## src/rtl/core/pns_pkg.sv

```systemverilog
// Shared constants and the front-to-back queue entry type of the path normalizer.
package pns_pkg;

  localparam int unsigned CHAR_W  = 8;
  localparam int unsigned MAX_RAW = 3;   // most bytes one item can release from the matcher
  localparam int unsigned RAW_CNT_W = $clog2(MAX_RAW + 1);
  localparam int unsigned RAW_IDX_W = $clog2(MAX_RAW);

  // queue depth, power of two so the pointers wrap by themselves
  localparam int unsigned QDEPTH = 4;
  localparam int unsigned QPTR_W = $clog2(QDEPTH);
  localparam int unsigned QCNT_W = $clog2(QDEPTH + 1);

  localparam logic [CHAR_W-1:0] CH_BACKSLASH = 8'h5C;
  localparam logic [CHAR_W-1:0] CH_SLASH     = 8'h2F;
  localparam logic [CHAR_W-1:0] CH_DOT       = 8'h2E;
  localparam logic [CHAR_W-1:0] CH_LOWER_C   = 8'h63;
  localparam logic [CHAR_W-1:0] CH_COLON     = 8'h3A;

  // bytes released by the matcher for one item, before slash collapse
  typedef struct packed {
    logic [MAX_RAW-1:0][CHAR_W-1:0] bytes;
    logic [RAW_CNT_W-1:0]           cnt;
    logic                           last;
  } raw_entry_t;

endpackage

```

## src/rtl/core/pns_front.sv

```systemverilog
// Front end: backslash fold and "c:/" matcher, one item per cycle into the queue while it is not full.
module pns_front (
  input  logic                        clk,
  input  logic                        rst_n,
  input  logic                        in_valid,
  output logic                        in_ready,
  input  logic [pns_pkg::CHAR_W-1:0]  in_char,
  input  logic                        in_last,
  input  logic                        q_full,
  output logic                        push,
  output pns_pkg::raw_entry_t         push_entry
);
  import pns_pkg::*;

  typedef enum logic [1:0] {M_IDLE, M_C, M_CCOLON} match_t;

  match_t            st_r, st_nxt;
  logic [CHAR_W-1:0] ch;
  logic              accept;
  raw_entry_t        ent;

  always_comb begin
    ch     = (in_char == CH_BACKSLASH) ? CH_SLASH : in_char;
    ent    = '0;
    st_nxt = st_r;
    unique case (st_r)
      M_IDLE: begin
        if (ch == CH_LOWER_C) begin
          st_nxt = M_C;
          if (in_last) begin
            ent.bytes[0] = CH_LOWER_C;
            ent.cnt      = RAW_CNT_W'(1);
          end
        end else begin
          ent.bytes[0] = ch;
          ent.cnt      = RAW_CNT_W'(1);
        end
      end
      M_C: begin
        if (ch == CH_COLON) begin
          st_nxt = M_CCOLON;
          if (in_last) begin
            ent.bytes[0] = CH_LOWER_C;
            ent.bytes[1] = CH_COLON;
            ent.cnt      = RAW_CNT_W'(2);
          end
        end else if (ch == CH_LOWER_C) begin
          // the older c goes out, the new one stays pending
          ent.bytes[0] = CH_LOWER_C;
          ent.bytes[1] = CH_LOWER_C;
          ent.cnt      = in_last ? RAW_CNT_W'(2) : RAW_CNT_W'(1);
        end else begin
          st_nxt       = M_IDLE;
          ent.bytes[0] = CH_LOWER_C;
          ent.bytes[1] = ch;
          ent.cnt      = RAW_CNT_W'(2);
        end
      end
      M_CCOLON: begin
        if (ch == CH_SLASH) begin
          st_nxt       = M_IDLE;
          ent.bytes[0] = CH_SLASH;
          ent.cnt      = RAW_CNT_W'(1);
        end else if (ch == CH_LOWER_C) begin
          st_nxt       = M_C;
          ent.bytes[0] = CH_LOWER_C;
          ent.bytes[1] = CH_COLON;
          ent.bytes[2] = CH_LOWER_C;
          ent.cnt      = in_last ? RAW_CNT_W'(3) : RAW_CNT_W'(2);
        end else begin
          st_nxt       = M_IDLE;
          ent.bytes[0] = CH_LOWER_C;
          ent.bytes[1] = CH_COLON;
          ent.bytes[2] = ch;
          ent.cnt      = RAW_CNT_W'(3);
        end
      end
      default: st_nxt = M_IDLE;
    endcase
    ent.last = in_last;
    if (in_last) begin
      st_nxt = M_IDLE;
    end
  end

  assign in_ready   = !q_full;
  assign accept     = in_valid && !q_full;
  assign push       = accept && ((ent.cnt != '0) || in_last);
  assign push_entry = ent;

  always_ff @(posedge clk) begin
    if (!rst_n) begin
      st_r <= M_IDLE;
    end else if (accept) begin
      st_r <= st_nxt;
    end
  end

`ifndef SYNTHESIS
  a_end_clears_match: assert property (@(posedge clk) disable iff (!rst_n)
    (accept && in_last) |=> (st_r == M_IDLE))
    else $error("matcher not idle after end of path");
  a_last_has_bytes: assert property (@(posedge clk) disable iff (!rst_n)
    (push && push_entry.last) |-> (push_entry.cnt != '0))
    else $error("end-of-path entry carries no byte");
  a_idle_item_pushes: assert property (@(posedge clk) disable iff (!rst_n)
    (accept && (st_r != M_IDLE) && (ch != CH_COLON) && (ch != CH_LOWER_C)) |-> push)
    else $error("pending match dropped without flush");
`endif

endmodule

```

## src/rtl/core/pns_queue.sv

```systemverilog
// Short register queue between the matcher front end and the emit back end.
module pns_queue (
  input  logic                 clk,
  input  logic                 rst_n,
  input  logic                 push,
  input  pns_pkg::raw_entry_t  push_entry,
  input  logic                 pop,
  output pns_pkg::raw_entry_t  head,
  output logic                 empty,
  output logic                 full
);
  import pns_pkg::*;

  raw_entry_t        mem_r [QDEPTH];
  logic [QPTR_W-1:0] wr_ptr_r, rd_ptr_r;
  logic [QCNT_W-1:0] cnt_r, cnt_nxt;

  assign empty = (cnt_r == '0);
  assign full  = (cnt_r == QCNT_W'(QDEPTH));
  assign head  = mem_r[rd_ptr_r];

  always_comb begin
    cnt_nxt = cnt_r;
    if (push && !pop) begin
      cnt_nxt = cnt_r + QCNT_W'(1);
    end else if (pop && !push) begin
      cnt_nxt = cnt_r - QCNT_W'(1);
    end
  end

  always_ff @(posedge clk) begin
    if (push) begin
      mem_r[wr_ptr_r] <= push_entry;
    end
  end

  always_ff @(posedge clk) begin
    if (!rst_n) begin
      wr_ptr_r <= '0;
      rd_ptr_r <= '0;
      cnt_r    <= '0;
    end else begin
      if (push) begin
        wr_ptr_r <= wr_ptr_r + QPTR_W'(1);
      end
      if (pop) begin
        rd_ptr_r <= rd_ptr_r + QPTR_W'(1);
      end
      cnt_r <= cnt_nxt;
    end
  end

`ifndef SYNTHESIS
  a_no_overflow: assert property (@(posedge clk) disable iff (!rst_n)
    !(push && full))
    else $error("queue overflow");
  a_no_underflow: assert property (@(posedge clk) disable iff (!rst_n)
    !(pop && empty))
    else $error("queue underflow");
  a_ptr_gap: assert property (@(posedge clk) disable iff (!rst_n)
    (QPTR_W'(wr_ptr_r - rd_ptr_r) == QPTR_W'(cnt_r)))
    else $error("queue pointers and count disagree");
`endif

endmodule

```

## src/rtl/core/pns_back.sv

```systemverilog
// Back end: slash collapse, "./" prefix and the registered result stage.
module pns_back (
  input  logic                        clk,
  input  logic                        rst_n,
  input  logic                        q_empty,
  input  pns_pkg::raw_entry_t         head,
  output logic                        pop,
  output logic                        out_valid,
  input  logic                        out_ready,
  output logic [pns_pkg::CHAR_W-1:0]  out_char,
  output logic                        out_present,
  output logic                        out_final
);
  import pns_pkg::*;

  typedef enum logic [1:0] {PFX_NONE, PFX_DOT, PFX_SLASH} pfx_t;

  pfx_t                 pfx_r, pfx_nxt;
  logic [RAW_IDX_W-1:0] idx_r, idx_nxt;
  logic                 emitted_any_r, emitted_any_nxt;
  logic                 last_slash_r, last_slash_nxt;
  logic                 out_valid_r, out_valid_nxt;
  logic [CHAR_W-1:0]    out_char_r, out_char_nxt;
  logic                 out_present_r, out_present_nxt;
  logic                 out_final_r, out_final_nxt;

  logic              adv;
  logic [CHAR_W-1:0] b;
  logic              final_byte, collapse, need_pfx, step_done;

  assign adv        = !q_empty && (!out_valid_r || out_ready);
  assign b          = head.bytes[idx_r];
  assign final_byte = (head.cnt == '0) || (RAW_CNT_W'(idx_r) == head.cnt - RAW_CNT_W'(1));
  assign collapse   = (b == CH_SLASH) && last_slash_r;
  assign need_pfx   = !emitted_any_r && (b != CH_DOT) && (b != CH_SLASH);

  always_comb begin
    pfx_nxt         = pfx_r;
    idx_nxt         = idx_r;
    emitted_any_nxt = emitted_any_r;
    last_slash_nxt  = last_slash_r;
    out_valid_nxt   = out_valid_r && !out_ready;
    out_char_nxt    = out_char_r;
    out_present_nxt = out_present_r;
    out_final_nxt   = out_final_r;
    step_done       = 1'b0;
    if (adv) begin
      if (head.cnt == '0) begin
        // bare end of path with nothing released
        step_done = 1'b1;
        if (head.last) begin
          out_valid_nxt   = 1'b1;
          out_char_nxt    = '0;
          out_present_nxt = 1'b0;
          out_final_nxt   = 1'b1;
        end
      end else if (need_pfx && (pfx_r != PFX_SLASH)) begin
        out_valid_nxt   = 1'b1;
        out_present_nxt = 1'b1;
        out_final_nxt   = 1'b0;
        if (pfx_r == PFX_NONE) begin
          out_char_nxt = CH_DOT;
          pfx_nxt      = PFX_DOT;
        end else begin
          out_char_nxt = CH_SLASH;
          pfx_nxt      = PFX_SLASH;
        end
      end else if (collapse) begin
        // a collapsed slash is only ever the sole byte of its item
        step_done = final_byte;
        if (final_byte && head.last) begin
          out_valid_nxt   = 1'b1;
          out_char_nxt    = '0;
          out_present_nxt = 1'b0;
          out_final_nxt   = 1'b1;
        end
      end else begin
        step_done       = final_byte;
        out_valid_nxt   = 1'b1;
        out_char_nxt    = b;
        out_present_nxt = 1'b1;
        out_final_nxt   = final_byte && head.last;
        emitted_any_nxt = 1'b1;
        last_slash_nxt  = (b == CH_SLASH);
        pfx_nxt         = PFX_NONE;
      end
      if (step_done) begin
        idx_nxt = '0;
        if (head.last) begin
          emitted_any_nxt = 1'b0;
          last_slash_nxt  = 1'b0;
          pfx_nxt         = PFX_NONE;
        end
      end else if (!(need_pfx && (pfx_r != PFX_SLASH))) begin
        idx_nxt = idx_r + RAW_IDX_W'(1);
      end
    end
  end

  assign pop         = adv && step_done;
  assign out_valid   = out_valid_r;
  assign out_char    = out_char_r;
  assign out_present = out_present_r;
  assign out_final   = out_final_r;

  always_ff @(posedge clk) begin
    if (!rst_n) begin
      pfx_r         <= PFX_NONE;
      idx_r         <= '0;
      emitted_any_r <= 1'b0;
      last_slash_r  <= 1'b0;
      out_valid_r   <= 1'b0;
    end else begin
      pfx_r         <= pfx_nxt;
      idx_r         <= idx_nxt;
      emitted_any_r <= emitted_any_nxt;
      last_slash_r  <= last_slash_nxt;
      out_valid_r   <= out_valid_nxt;
    end
    out_char_r    <= out_char_nxt;
    out_present_r <= out_present_nxt;
    out_final_r   <= out_final_nxt;
  end

`ifndef SYNTHESIS
  a_marker_is_final: assert property (@(posedge clk) disable iff (!rst_n)
    (out_valid_r && !out_present_r) |-> (out_final_r && (out_char_r == '0)))
    else $error("end marker without final flag or with data");
  a_final_resets_path: assert property (@(posedge clk) disable iff (!rst_n)
    (adv && step_done && head.last) |=> (!emitted_any_r && !last_slash_r && idx_r == '0))
    else $error("path state not cleared after end of path");
  a_no_double_slash: assert property (@(posedge clk) disable iff (!rst_n)
    (adv && out_valid_nxt && out_present_nxt && (out_char_nxt == CH_SLASH)
     && (pfx_r == PFX_NONE) && !(need_pfx)) |-> !last_slash_r)
    else $error("slash emitted after slash");
  a_idx_in_range: assert property (@(posedge clk) disable iff (!rst_n)
    (!q_empty && head.cnt != '0) |-> (RAW_CNT_W'(idx_r) < head.cnt))
    else $error("byte index beyond entry");
`endif

endmodule

```

## src/rtl/core/path_normalizer_stream_unit.sv

```systemverilog
// Top level of the streaming path normalizer.
// Throughput: one input item per cycle while each item releases at most one byte
//   and out_tready stays high; the back end emits at most one result per cycle, so
//   extra "c:" flush bytes and the "./" prefix fill a 4-entry queue before input stalls.
// Reset: synchronous active-low rst_n clears matcher, queue and path state; results drop.
module path_normalizer_stream_unit (
  input  logic                        clk,
  input  logic                        rst_n,
  input  logic                        in_tvalid,
  output logic                        in_tready,
  input  logic [7:0]                  in_tdata,   // [7:0] in_char
  input  logic                        in_tlast,   // end_of_path
  output logic                        out_tvalid,
  input  logic                        out_tready,
  output logic [7:0]                  out_tdata,  // [7:0] out_char
  output logic                        out_tuser,  // [0] char_present
  output logic                        out_tlast   // final_result
);
  import pns_pkg::*;

  logic       q_push, q_pop, q_empty, q_full;
  raw_entry_t q_in, q_head;

  pns_front u_front (
    .clk        (clk),
    .rst_n      (rst_n),
    .in_valid   (in_tvalid),
    .in_ready   (in_tready),
    .in_char    (in_tdata),
    .in_last    (in_tlast),
    .q_full     (q_full),
    .push       (q_push),
    .push_entry (q_in)
  );

  pns_queue u_queue (
    .clk        (clk),
    .rst_n      (rst_n),
    .push       (q_push),
    .push_entry (q_in),
    .pop        (q_pop),
    .head       (q_head),
    .empty      (q_empty),
    .full       (q_full)
  );

  pns_back u_back (
    .clk         (clk),
    .rst_n       (rst_n),
    .q_empty     (q_empty),
    .head        (q_head),
    .pop         (q_pop),
    .out_valid   (out_tvalid),
    .out_ready   (out_tready),
    .out_char    (out_tdata),
    .out_present (out_tuser),
    .out_final   (out_tlast)
  );

endmodule
```

## config.mk

```make
export PLATFORM = sky130hd
export DESIGN_NAME = path_normalizer_stream_unit
export DESIGN_NICKNAME = d
export VERILOG_FILES = /design/src/rtl/core/pns_pkg.sv /design/src/rtl/core/pns_front.sv /design/src/rtl/core/pns_queue.sv /design/src/rtl/core/pns_back.sv /design/src/rtl/core/path_normalizer_stream_unit.sv
export SDC_FILE = /design/constraint.sdc
export NUM_CORES = 1
export LEC_CHECK = 0
export CORE_MARGIN = 4
export CORE_UTILIZATION = 40
export CTS_CLUSTER_DIAMETER = 150
export DETAILED_ROUTE_END_ITERATION = 16
export DONT_BUFFER_PORTS = 1
export HOLD_SLACK_MARGIN = 0.06
export SKIP_CTS_REPAIR_TIMING = 1
export SLEW_MARGIN = 0
export SYNTH_ARGS = -nofsm -noshare
export SYNTH_HDL_FRONTEND = slang
export SYNTH_HIERARCHICAL = 1
export SYNTH_SLANG_ARGS = --single-unit
```

## constraint.sdc

```tcl
create_clock -name clk -period 11.1 [get_ports clk]
set_clock_uncertainty 0.1 [all_clocks]
set_input_delay 1.11 -clock clk [delete_from_list [all_inputs] [get_ports clk]]
set_output_delay 1.11 -clock clk [all_outputs]
set_load 0.05 [all_outputs]
```

Word-level counts from Yosys, hierarchy flattened
Memory sizes are Yosys's and may differ from the RTL's. A register that Yosys moved wholly into a read port is not among the register bits.
Cells that the tools add are included.
{"block": "classes", "n_addsub": 6, "order_cmp": 1, "eq_ne": 17, "mux": 73, "n_reduce_logical": 31}
{"operator": "$mux 8", "n": 8}
{"operator": "$mux 18", "n": 2}
{"operator": "$mux 1", "n": 35}
{"operator": "$mux 16", "n": 2}
{"operator": "$mux 2", "n": 16}
{"operator": "$pmux 10 s3", "n": 1}
{"operator": "$mux 26", "n": 1}
{"operator": "$eq 8x6->1 const B", "n": 3}
{"operator": "$mux 10", "n": 2}
{"operator": "$bmux 8 s2", "n": 1}
{"operator": "$eq 8x7->1 const B", "n": 2}
{"operator": "$ne 8x6->1 const B", "n": 2}
{"operator": "$pmux 8 s2", "n": 1}
{"operator": "$logic_and 1x1->1", "n": 12}
{"operator": "$mux 9", "n": 1}
{"operator": "$logic_not 1->1", "n": 7}
{"operator": "$add 2x1->2 const B", "n": 3}
{"operator": "$logic_not 2->1", "n": 3}
{"operator": "$mux 3", "n": 2}
{"operator": "$pmux 2 s3", "n": 1}
{"operator": "$reduce_and 3->1", "n": 2}
{"operator": "$ne 2x2->1 const B", "n": 2}
{"operator": "$ne 4x3->1 const B", "n": 1}
{"operator": "$ne 4x4->1 const B", "n": 1}
{"operator": "other kinds (14)", "n": 17}
{"block": "word_totals", "ff_bits": 26, "ram_bits": 108, "in_bits": 13, "output_inout_bits": 12, "n_memories": 1}
{"name": "u_queue.mem_r", "depth": 4, "word_bits": 27, "rd": 1, "rd_clocked_by_memory_dff": 1, "write_ports": 1, "line_no": "pns_queue.sv:14", "rtl": "raw_entry_t mem_r [QDEPTH];"}

Logic depth before layout (Yosys ltp)
Gate-level depths: netlist of the first run.
{"block": "depth", "ltp_word": 14, "mapped_depth": 16, "depth_no_buf": 14}

Hierarchy
Netlist of the first run, hierarchy kept.
{"mod": "pns_queue", "instances": 1, "cells_per_inst": 184, "area_per_inst_um2": 4389.2, "seq_area_each_um2": 3423.3}
{"mod": "pns_back", "instances": 1, "cells_per_inst": 105, "area_per_inst_um2": 1041.0, "seq_area_each_um2": 440.4}
{"mod": "pns_front", "instances": 1, "cells_per_inst": 95, "area_per_inst_um2": 645.6, "seq_area_each_um2": 40.0}

Least setup slack after synthesis of the first run
Ideal clock, no wire load.
{"block": "synth_timing", "path_type": "input-to-reg", "from": "input port in_tdata[6]", "to": "register u_queue.cnt_r[2]", "t_arrival_ns": 4.035, "path_slack_ns": 6.889, "cell_stages": 11, "path_buffers": 1, "cell_sequence": "buf_4 -> or4b_4 -> or3_4 -> mux2_4 -> a311oi_2 -> ha_1 -> inv_1 -> fa_1 -> xor2_1 -> or3_1 -> a21boi_0"}
{"block": "synth_via", "elab_chain_len": 12, "word_cells_on_any_way": 19, "cone_classes": "eq/ne: 4; mux: 8; reduce/logical: 7"}
{"element": "from (decl)", "line_no": "path_normalizer_stream_unit.sv:11", "rtl": "input logic [7:0] in_tdata,"}
{"element": "$eq 8x7->1", "line_no": "pns_front.sv:23", "rtl": "ch = (in_char == CH_BACKSLASH) ? CH_SLASH : in_char;"}
{"element": "$mux 8 (*)", "line_no": "pns_front.sv:23"}
{"element": "$eq 8x7->1", "line_no": "pns_front.sv:28, pns_front.sv:47, pns_front.sv:64"}
{"element": "$mux 26 or $mux 18 (tied branches)", "line_no": "pns_front.sv:64, pns_front.sv:47"}
{"element": "$mux 10 or $mux 18 (tied branches)", "line_no": "pns_front.sv:60, pns_front.sv:40"}
{"element": "$pmux 10 s3 (*)", "line_no": "pns_front.sv:26", "rtl": "unique case (st_r)"}
{"element": "$reduce_bool 2->1 (*)", "line_no": "pns_front.sv:88", "rtl": "assign push = accept && ((ent.cnt != '0) || in_last);"}
{"element": "$logic_or 1x1->1 (*)", "line_no": "pns_front.sv:88"}
{"element": "$logic_and 1x1->1 (*)", "line_no": "pns_front.sv:88"}
{"element": "via q_push", "line_no": "path_normalizer_stream_unit.sv:21", "rtl": "logic q_push, q_pop, q_empty, q_full;"}
{"element": "$logic_not 1->1", "line_no": "pns_queue.sv:26", "rtl": "end else if (pop && !push) begin"}
{"element": "$logic_and 1x1->1", "line_no": "pns_queue.sv:26"}
{"element": "$reduce_bool 2->1 (no line)"}
{"element": "to (signal assigned)", "line_no": "pns_queue.sv:49", "rtl": "cnt_r <= cnt_nxt;"}
{"element": "to (decl)", "line_no": "pns_queue.sv:16", "rtl": "logic [QCNT_W-1:0] cnt_r, cnt_nxt;"}
Mark *: on every way through the listed nets, which the timed path passes. The rest lies on a longest branch.
A chain may end at the register's enable or synchronous reset.

==> results of run 1 <==
## final timing paths
check	slack (ns)	cells after the start	end	startpoint
max reg2reg	6.51	14	u_queue/cnt_r[2]	register
max	6.51	14	u_queue/cnt_r[2]	register
min	0.41	2	u_back/pfx_r[1]	u_back/pfx_r[1]
min reg2reg	0.41	2	u_back/pfx_r[1]	u_back/pfx_r[1]
## critical path: stages (launching register included)
cell and delay [ns]:
dfxtp_2 0.97, mux4_1 0.65, mux2_1 0.30, a22oi_1 0.21, and4bb_1 0.23, a2111o_1 0.46, nand2_1 0.16, nor2_1 0.10
inv_1 0.09, ha_1 0.17, inv_1 0.06, fa_1 0.38, xor2_1 0.18, or3_1 0.30, a21boi_0 0.15
## per-layer routing
| metal | wire length [um] | global-route usage |
|---|---|---|
| met1 | 5366 | 0.1856 |
| met2 | 5485 | 0.2198 |
| met3 | 579 | 0.05543 |
| met4 | 172 | 0.04259 |
| met5 | 0 | 0 |
## power by group
group / switching (mW) / total (mW) / internal (mW)
combinational: 0.170 / 0.311 / 0.141
clock: 0.201 / 0.550 / 0.349
sequential: 0.117 / 0.773 / 0.656
## area by class of cell
class	instances	share of cell area
clock inverters	14	0.02335
multi-input cells	218	0.2927
clock buffers	17	0.06251
inverters	15	0.008274
repair buffers	5	0.005516
flip-flops and latches	136	0.5738
well taps	184	0.03383
## stage by stage
stage          total power, mW    util  setup WS, ns  area, um^2  cells
6_report                 1.633  0.4630         6.508        6805    589
5_1_grt                  1.713  0.4630         6.117        6805    589
4_1_cts                  1.651  0.4630         6.414        6805    589
3_5_place_dp             1.098  0.4232         6.459        6221    558
3_3_place_gp             1.092  0.4232         6.539        6221    558
2_1_floorplan            1.027       -         6.889        6076    384
## state kept, by name, indices dropped and copies added (netlist names), 2 cells and up, named ones only
name and flops:
u_back/idx_r 2, u_back/out_char 8, u_back/pfx_r 2, u_front/st_r 2
u_queue/cnt_r 3, u_queue/mem_r 108, u_queue/rd_ptr_r 2, u_queue/wr_ptr_r 2
## cells by family (layout without fill, tap and decap cells)
group | Yosys count | count (layout) | share of synthesized area
XOR/XNOR | 7 | 7 | 0.01009
multiplexers | 41 | 41 | 0.1295
AND/OR/NAND/NOR | 99 | 99 | 0.09555
AO/OA/AOI/OAI | 60 | 60 | 0.06878
flip-flops | 136 | 136 | 0.6425
adder cells (fa/ha/maj) | 11 | 11 | 0.02389
buffers and inverters | 30 | 51 | 0.02965
## Yosys cell counts, types with 8 or more instances
library cell	n	area (um^2)
mux4_2	20	450.4
nor3_1	8	40.04
edfxtp_1	118	3543
ha_1	10	125.1
dfxtp_1	18	360.4
inv_1	15	56.30
a21oi_1	11	55.05
nand2_1	9	33.78
and2_1	15	93.84
nor2_1	23	86.33
o21ai_0	13	65.06
nor2b_1	9	56.30
## cell usage in the layout (no fill, tap or decap), types with 2 or more instances in the layout
master / count
nor2b_1: 9
a31oi_1: 3
nor3b_1: 4
xnor2_1: 2
clkinv_2: 5
mux4_1: 7
clkbuf_16: 17
o21ai_0: 13
and3b_1: 2
nand2_1: 9
a21oi_1: 11
buf_4: 5
ha_1: 10
a21boi_0: 4
a22oi_1: 6
o2bb2ai_1: 4
nand2b_1: 7
dfxtp_1: 17
a31o_2: 2
o21a_1: 3
nor4_1: 2
inv_1: 15
nor3_1: 8
nor2_1: 23
and2_1: 15
and3_1: 2
nand3b_1: 4
nand4_1: 2
mux2_1: 4
xor2_1: 5
clkinvlp_4: 3
bufinv_16: 3
mux4_2: 20
mux2i_1: 7
mux2_2: 2
edfxtp_1: 118
clkinv_4: 2
==> results.py, run 1 <==
metrics = {
    "final_layout": {
        "layout.area.seq_um2": 3905,
        "finish.net_count": 417,
        "nFillCells": 1251,
        "footprint_of_the_multi_input_gates_um2": 1992,
        "antenna_diode_instance_count": 0,
        "post_route_cells_drive_above_1_share": 0.1679,
        "area.growth.synth_to_final_pct": 12.01,
    },
    "timing": {
        "worst_pin_slew_ns": 1.017,
        "max_freq_mhz": 217.8,
        "min_period_over_period": 0.4137,
        "unrepaired_setup_endpoints_after_global_routing": "false",
        "setup_violations": 0,
        "final.hold.worst_slack_ns": 0.4066,
        "finalCriticalPeriod_ns": 4.592,
        "slew_headroom": 0.3166,
        "setup-tns-final_ns": 0,
        "hold_viol": 0,
        "report.final.slew_viol_count": 0,
    },
    "status": {
        "status": "finished clean",
    },
    "synthesis": {
        "synth_sequential_area_ratio": 0.6425,
        "syn_area_um2": 6076,
        "synthCells": 384,
        "dominantRegCellSynth": "edfxtp_1",
        "syn-num-nets": 408,
        "synth_warnings": 6,
        "async_set_or_reset_flop_fraction_in_the_synthesized_netlist": 0,
        "yosys.cell_types.count": 65,
        "synth.avg_cell_area_um2": 15.82,
        "synth_edf_count": 118,
        "ys_seq_elements": 136,
    },
    "drt": {
        "dr.first_iter.drc_count": 233,
        "postRouteAntennaNets": 0,
        "post-route-drc-count": 0,
        "routed_wirelength_um": 11600,
        "drt-wirelength-per-cell_um": 19.70,
        "detailedRoute.firstPassIterationCount": 4,
        "detailroute.via_count": 3268,
        "drt-vias-per-instance": 5.548,
    },
    "power_and_ir_drop": {
        "worst_ir_drop_vdd_mv": 0.1106,
        "total_leakage_power_nw": 2.301,
        "power_per_cell_area_nw_per_um2": 240.0,
    },
    "clocking": {
        "clkTransAtPathRegs_ns": 0.06,
        "numCtsBuffers": 17,
        "clock_sinks": 136,
        "cts_max_path_buffers": 2,
        "worst_skew_pair.late_latency_ns": 0.41,
        "cts.htree.levels": 4,
        "cts_tree": "built",
        "clock-root-buffer": "clkbuf_16",
    },
    "min_path": {
        "hold_crit_class": "register to register",
    },
    "worst_setup_path": {
        "endpoint_kind": "register",
        "worst-path-max-fanout": 27,
        "cp.arrival_ns": 4.84,
        "crit_path_start_kind": "register",
        "critPathKind": "register to register",
        "required_ns": 11.34,
    },
    "floorplan": {
        "std_cell_rows": 44,
        "count_of_pins_on_the_block_boundary": 25,
        "placeableCoreArea_um2": 14700,
        "chipWidth_um": 131.2,
        "floorplan.die.height_um": 131.2,
        "die_area_um2": 17230,
        "initial_utilization": 0.4133,
    },
    "flow_run": {
        "maxCapViolations": 0,
    },
    "global_route": {
        "grt_use_total": 0.1415,
        "grt_pass1_vias": 3315,
        "grt_pass1_wl_um": 18610,
        "antenna_found_initial": 0,
        "final_global_route_overflow_total": 0,
        "grt_max_degree": 28,
    },
    "placement": {
        "port_buffers": 0,
        "place_hpwl_um": 7397,
        "globalplace.congestion": 0.7625,
    },
}
(Power assumes the default switching activity.)
==> run 2: changes to the inputs <==
Clock period 11.1 ns to 4.1 ns, I/O delays scaled along.
==> results.py, run 2 (synthesis gave the netlist of run 1 again) <==
metrics = {
    "min_path": {
        "hold_path_depth": 2,
        "hold_crit_class": "primary input to register",
        "whs_endpoint": "u_back/idx_r[0]",
        "hold_path.startpoint": "rst_n",
    },
    "clocking": {
        "cts.htree.levels": 4,
        "clock_sinks": 136,
        "clkTransAtPathRegs_ns": 0.05,
        "cts_tree": "built",
        "worst_skew_pair.late_latency_ns": 0.41,
        "clock-root-buffer": "clkbuf_16",
        "numCtsBuffers": 17,
        "cts_max_path_buffers": 2,
    },
    "final_layout": {
        "finish.net_count": 429,
        "post_route_cells_drive_above_1_share": 0.1770,
        "layout.area.seq_um2": 3908,
        "final_common_cell": "edfxtp_1",
        "mostFrequentLayoutCells": "edfxtp_1 (118), nor2_1 (23), mux4_2 (20)",
        "antenna_diode_instance_count": 0,
        "nFillCells": 1239,
        "largest_reg_flops": 108,
        "area.growth.synth_to_final_pct": 12.89,
        "largest_register": "u_queue/mem_r",
        "footprint_of_the_multi_input_gates_um2": 1999,
        "layout.cell_area.non_filler_um2": 6859,
    },
    "worst_setup_path": {
        "worst-r2r-setup-slack_ns": 0.26,
        "required_ns": 4.33,
        "endpoint_kind": "register",
        "reg2regPathDepth": 14,
        "crit_path_start_kind": "register",
        "crit-reg2reg-capture": "u_queue/cnt_r[2]",
        "worst-path-max-fanout": 7,
        "cp.arrival_ns": 4.07,
        "critPathKind": "register to register",
    },
    "drt": {
        "postRouteAntennaNets": 0,
        "detailedRoute.firstPassIterationCount": 5,
        "routed_wirelength_um": 11790,
        "drt-wirelength-per-cell_um": 19.59,
        "drt-vias-per-instance": 5.473,
        "post-route-drc-count": 0,
        "dr.first_iter.drc_count": 233,
        "detailroute.via_count": 3295,
    },
    "placement": {
        "globalplace.congestion": 0.8350,
        "dp_slack_ns": 0.1049,
        "port_buffers": 0,
        "placedInstanceArea_um2": 6309,
        "place_hpwl_um": 7975,
    },
    "floorplan": {
        "std_cell_rows": 44,
        "count_of_pins_on_the_block_boundary": 25,
        "initial_utilization": 0.4133,
        "placeableCoreArea_um2": 14700,
        "die_area_um2": 17230,
        "chipWidth_um": 131.2,
        "floorplan.die.height_um": 131.2,
    },
    "timing": {
        "min_period_over_period": 0.9358,
        "unrepaired_setup_endpoints_after_global_routing": "false",
        "setup-tns-final_ns": 0,
        "max_freq_mhz": 260.6,
        "slew_headroom": 0.4847,
        "final.hold.worst_slack_ns": 0.05895,
        "finalCriticalPeriod_ns": 3.837,
        "setup_violations": 0,
        "worst_pin_slew_ns": 0.7661,
        "report.final.slew_viol_count": 0,
        "final_critical_path_setup_slack_ns": 0.2632,
        "hold_viol": 0,
    },
    "global_route": {
        "grt_max_degree": 28,
        "antenna_found_initial": 0,
        "grt_pass1_wl_um": 18950,
        "grt_pass1_vias": 3405,
        "final_global_route_overflow_total": 0,
        "grt_use_total": 0.1440,
    },
    "power_and_ir_drop": {
        "power_per_cell_area_nw_per_um2": 631.6,
        "worst_ir_drop_vdd_mv": 0.3009,
        "total_leakage_power_nw": 2.336,
    },
    "flow_run": {
        "maxCapViolations": 0,
    },
    "status": {
        "status": "finished clean",
    },
}
==> run 2: changes by cell type in the layout (fill, tap and decap cells not counted), sizes merged <==
cell and delta:
clkbuf +2, buf +10, clkinvlp -1, bufinv -2
clkinv +2, dlygate4sd3 +2
==> run 2: per-layer routing <==
| metal | GRT usage | wire, um | vias to the layer above |
|---|---|---|---|
| li1 | - | - | 1553 |
| met4 | 0.04376 | 42 | 0 |
| met2 | 0.2198 | 5586 | 63 |
| met1 | 0.1993 | 5588 | 1677 |
| met5 | 0 | 0 | - |
| met3 | 0.04549 | 573 | 2 |
==> run 2: final cells by class <==
cell class              instances  share of cell area
clock inverters                13             0.01277
multi-input cells             218              0.2915
inverters                      15            0.008209
repair buffers                 17             0.02116
flip-flops and latches        136              0.5697
clock buffers                  19             0.06312
well taps                     184             0.03356
==> run 2: per-stage QoR <==
step / power (mW) / std cells / util
2_1_floorplan: 2.780 / 384 / -
3_3_place_gp: 3.012 / 568 / 0.4292
3_5_place_dp: 3.025 / 568 / 0.4292
4_1_cts: 4.366 / 600 / 0.4646
5_1_grt: 4.564 / 602 / 0.4666
6_report: 4.332 / 602 / 0.4666
==> run 2: worst max-delay path by stage <==
stage,to,slack (ns),depth (start not counted),startpoint
2_1_floorplan,u_queue/cnt_r[2],0.29,16,register
3_3_place_gp,u_queue/cnt_r[2],0.22,14,register
3_5_place_dp,u_queue/cnt_r[2],0.10,14,register
4_1_cts,u_queue/cnt_r[2],0.08,14,register
5_1_grt,u_queue/cnt_r[2],0.03,14,register
6_report,u_queue/cnt_r[2],0.26,14,register
==> run 2: power by group <==
group	internal [mW]	switching (mW)	leakage, nW
logic	0.426	0.520	0.837
registers	1.78	0.279	1.25
clock network	0.813	0.517	0.251
total	3.02	1.32	2.34
==> run 2: worst max-delay path, stage by stage, from the launching register on <==
cell      delay [ns]
dfxtp_4         0.42
mux4_1          0.57
mux2_1          0.32
a22oi_2         0.23
and4bb_1        0.24
a2111o_1        0.39
nand2_2         0.11
nor2_1          0.08
inv_1           0.08
ha_1            0.16
inv_1           0.06
fa_1            0.37
xor2_1          0.17
or3_1           0.31
a21boi_1        0.16
==> run 3: changes to the inputs <==
Settings changed: PLACE_DENSITY_LB_ADDON set to 0.12.
==> results.py, run 3 (synthesis gave the netlist of run 1 again) <==
metrics = {
    "floorplan": {
        "chipWidth_um": 131.2,
        "floorplan.die.height_um": 131.2,
        "placeableCoreArea_um2": 14700,
        "count_of_pins_on_the_block_boundary": 25,
        "die_area_um2": 17230,
        "initial_utilization": 0.4133,
        "std_cell_rows": 44,
    },
    "clocking": {
        "cts_max_path_buffers": 2,
        "clock-root-buffer": "clkbuf_16",
        "cts_tree": "built",
        "clkTransAtPathRegs_ns": 0.06,
        "worst_skew_pair.late_latency_ns": 0.43,
        "clock_sinks": 136,
        "numCtsBuffers": 17,
        "cts.htree.levels": 4,
    },
    "final_layout": {
        "finalCoreUtilization": 0.4728,
        "area.growth.synth_to_final_pct": 14.37,
        "layout.cell_area.non_filler_um2": 6949,
        "largest_register": "u_queue/mem_r",
        "largest_reg_flops": 108,
        "mostFrequentLayoutCells": "edfxtp_1 (118), nor2_1 (23), mux4_2 (20)",
        "antenna_diode_instance_count": 0,
        "final_common_cell": "edfxtp_1",
        "post_route_cells_drive_above_1_share": 0.1881,
        "finish.net_count": 431,
    },
    "drt": {
        "postRouteAntennaNets": 0,
        "drt-vias-per-instance": 5.442,
        "detailedRoute.firstPassIterationCount": 4,
        "drt-wirelength-per-cell_um": 20.22,
        "dr.first_iter.drc_count": 220,
        "detailroute.via_count": 3287,
        "routed_wirelength_um": 12220,
        "post-route-drc-count": 0,
    },
    "power_and_ir_drop": {
        "switching_part_of_the_total_power": 0.2949,
        "clockPowerShare": 0.342,
        "cell_internal_pwr_mw": 3.208,
        "worst_ir_drop_vdd_mv": 0.2801,
        "power_per_cell_area_nw_per_um2": 654.8,
        "total_leakage_power_nw": 2.383,
        "power_frac_comb": 0.209,
        "sequential_fraction_of_design_power": 0.449,
        "power.total_mw": 4.550,
        "p_switching_mw": 1.342,
    },
    "timing": {
        "setup_violations": 0,
        "hold_viol": 0,
        "finalCriticalPeriod_ns": 3.842,
        "setup-tns-final_ns": 0,
        "worst_pin_slew_ns": 1.012,
        "slew_headroom": 0.3204,
        "max_freq_mhz": 260.3,
        "unrepaired_setup_endpoints_after_global_routing": "false",
        "min_period_over_period": 0.9371,
        "report.final.slew_viol_count": 0,
    },
    "global_route": {
        "grt_use_total": 0.1500,
        "grt_max_degree": 28,
        "grt_pass1_wl_um": 19540,
        "grt_pass1_vias": 3435,
        "final_global_route_overflow_total": 0,
        "antenna_found_initial": 0,
    },
    "worst_setup_path": {
        "cp.arrival_ns": 4.08,
        "worst-path-max-fanout": 7,
        "crit_path_start_kind": "register",
        "critPathKind": "register to register",
        "required_ns": 4.34,
        "endpoint_kind": "register",
    },
    "flow_run": {
        "maxCapViolations": 0,
    },
    "placement": {
        "placedInstanceArea_um2": 6311,
        "globalplace.congestion": 0.7700,
        "port_buffers": 0,
        "place_hpwl_um": 8235,
    },
    "min_path": {
        "hold_crit_class": "primary input to register",
    },
    "status": {
        "status": "finished clean",
    },
}
-- run 3: cell types whose count changed in the layout (fill, tap and decap cells not counted), sizes merged --
cell      before  now
clkinvlp       2    3
clkinv        10    6
bufinv         1    4
buf           15   17
-- run 3: routing by layer --
metal,vias up,track usage,share of wire,routed length [um]
met1,1665,0.2032,0.48,5834
met4,0,0.05776,0.013,159
li1,1553,-,-,-
met5,-,0,0,0
met3,12,0.03937,0.034,418
met2,57,0.2339,0.48,5803
-- run 3: worst paths after layout --
path / startpoint / to / slack, ns / cells past startpoint
setup / recovery: register / u_queue/cnt_r[2] / 0.26 / 14
hold reg to reg: u_back/pfx_r[1] / u_back/pfx_r[1] / 0.39 / 2
hold / removal: rst_n / u_back/pfx_r[1] / 0.05 / 2
setup reg to reg: register / u_queue/cnt_r[2] / 0.26 / 14
-- run 3: worst max-delay path, stage by stage, from the launching register on --
cell      delay (ns)
dfxtp_4         0.40
mux4_1          0.55
mux2_1          0.31
a22oi_1         0.24
and4bb_1        0.25
a2111o_1        0.38
nand2_1         0.13
nor2_1          0.09
inv_1           0.08
ha_1            0.17
inv_1           0.06
fa_1            0.37
xor2_1          0.18
or3_1           0.30
a21boi_0        0.16
-- run 3: layout make-up --
type	instances	area, um^2
Sequential cell	136	3908
Tap cell	184	230.2
Multi-Input combinational cell	218	1992
Inverter	15	56.30
Clock inverter	13	178.9
Fill cell	1257	7750
Clock buffer	19	432.9
Timing Repair Buffer	19	151.4
-- run 3: power groups by stage --
stage	clock (mW)	sequential (mW)	combinational, mW
after floorplan	0	2.04	0.743
after global placement	0	2.07	0.946
after detailed placement	0	2.07	0.952
after CTS	1.59	2.04	0.960
after global routing	1.65	2.07	1.07
final	1.56	2.04	0.952
-- run 3: metrics by stage --
stage	hold WS, ns	setup slack, ns	instances
floorplan	0.3551	0.2925	384
global placement	0.3770	0.2520	570
detailed placement	0.3845	0.2083	570
CTS	-0.03316	0.1875	602
global route	0.06613	0.01096	604
finish	0.05415	0.2578	604
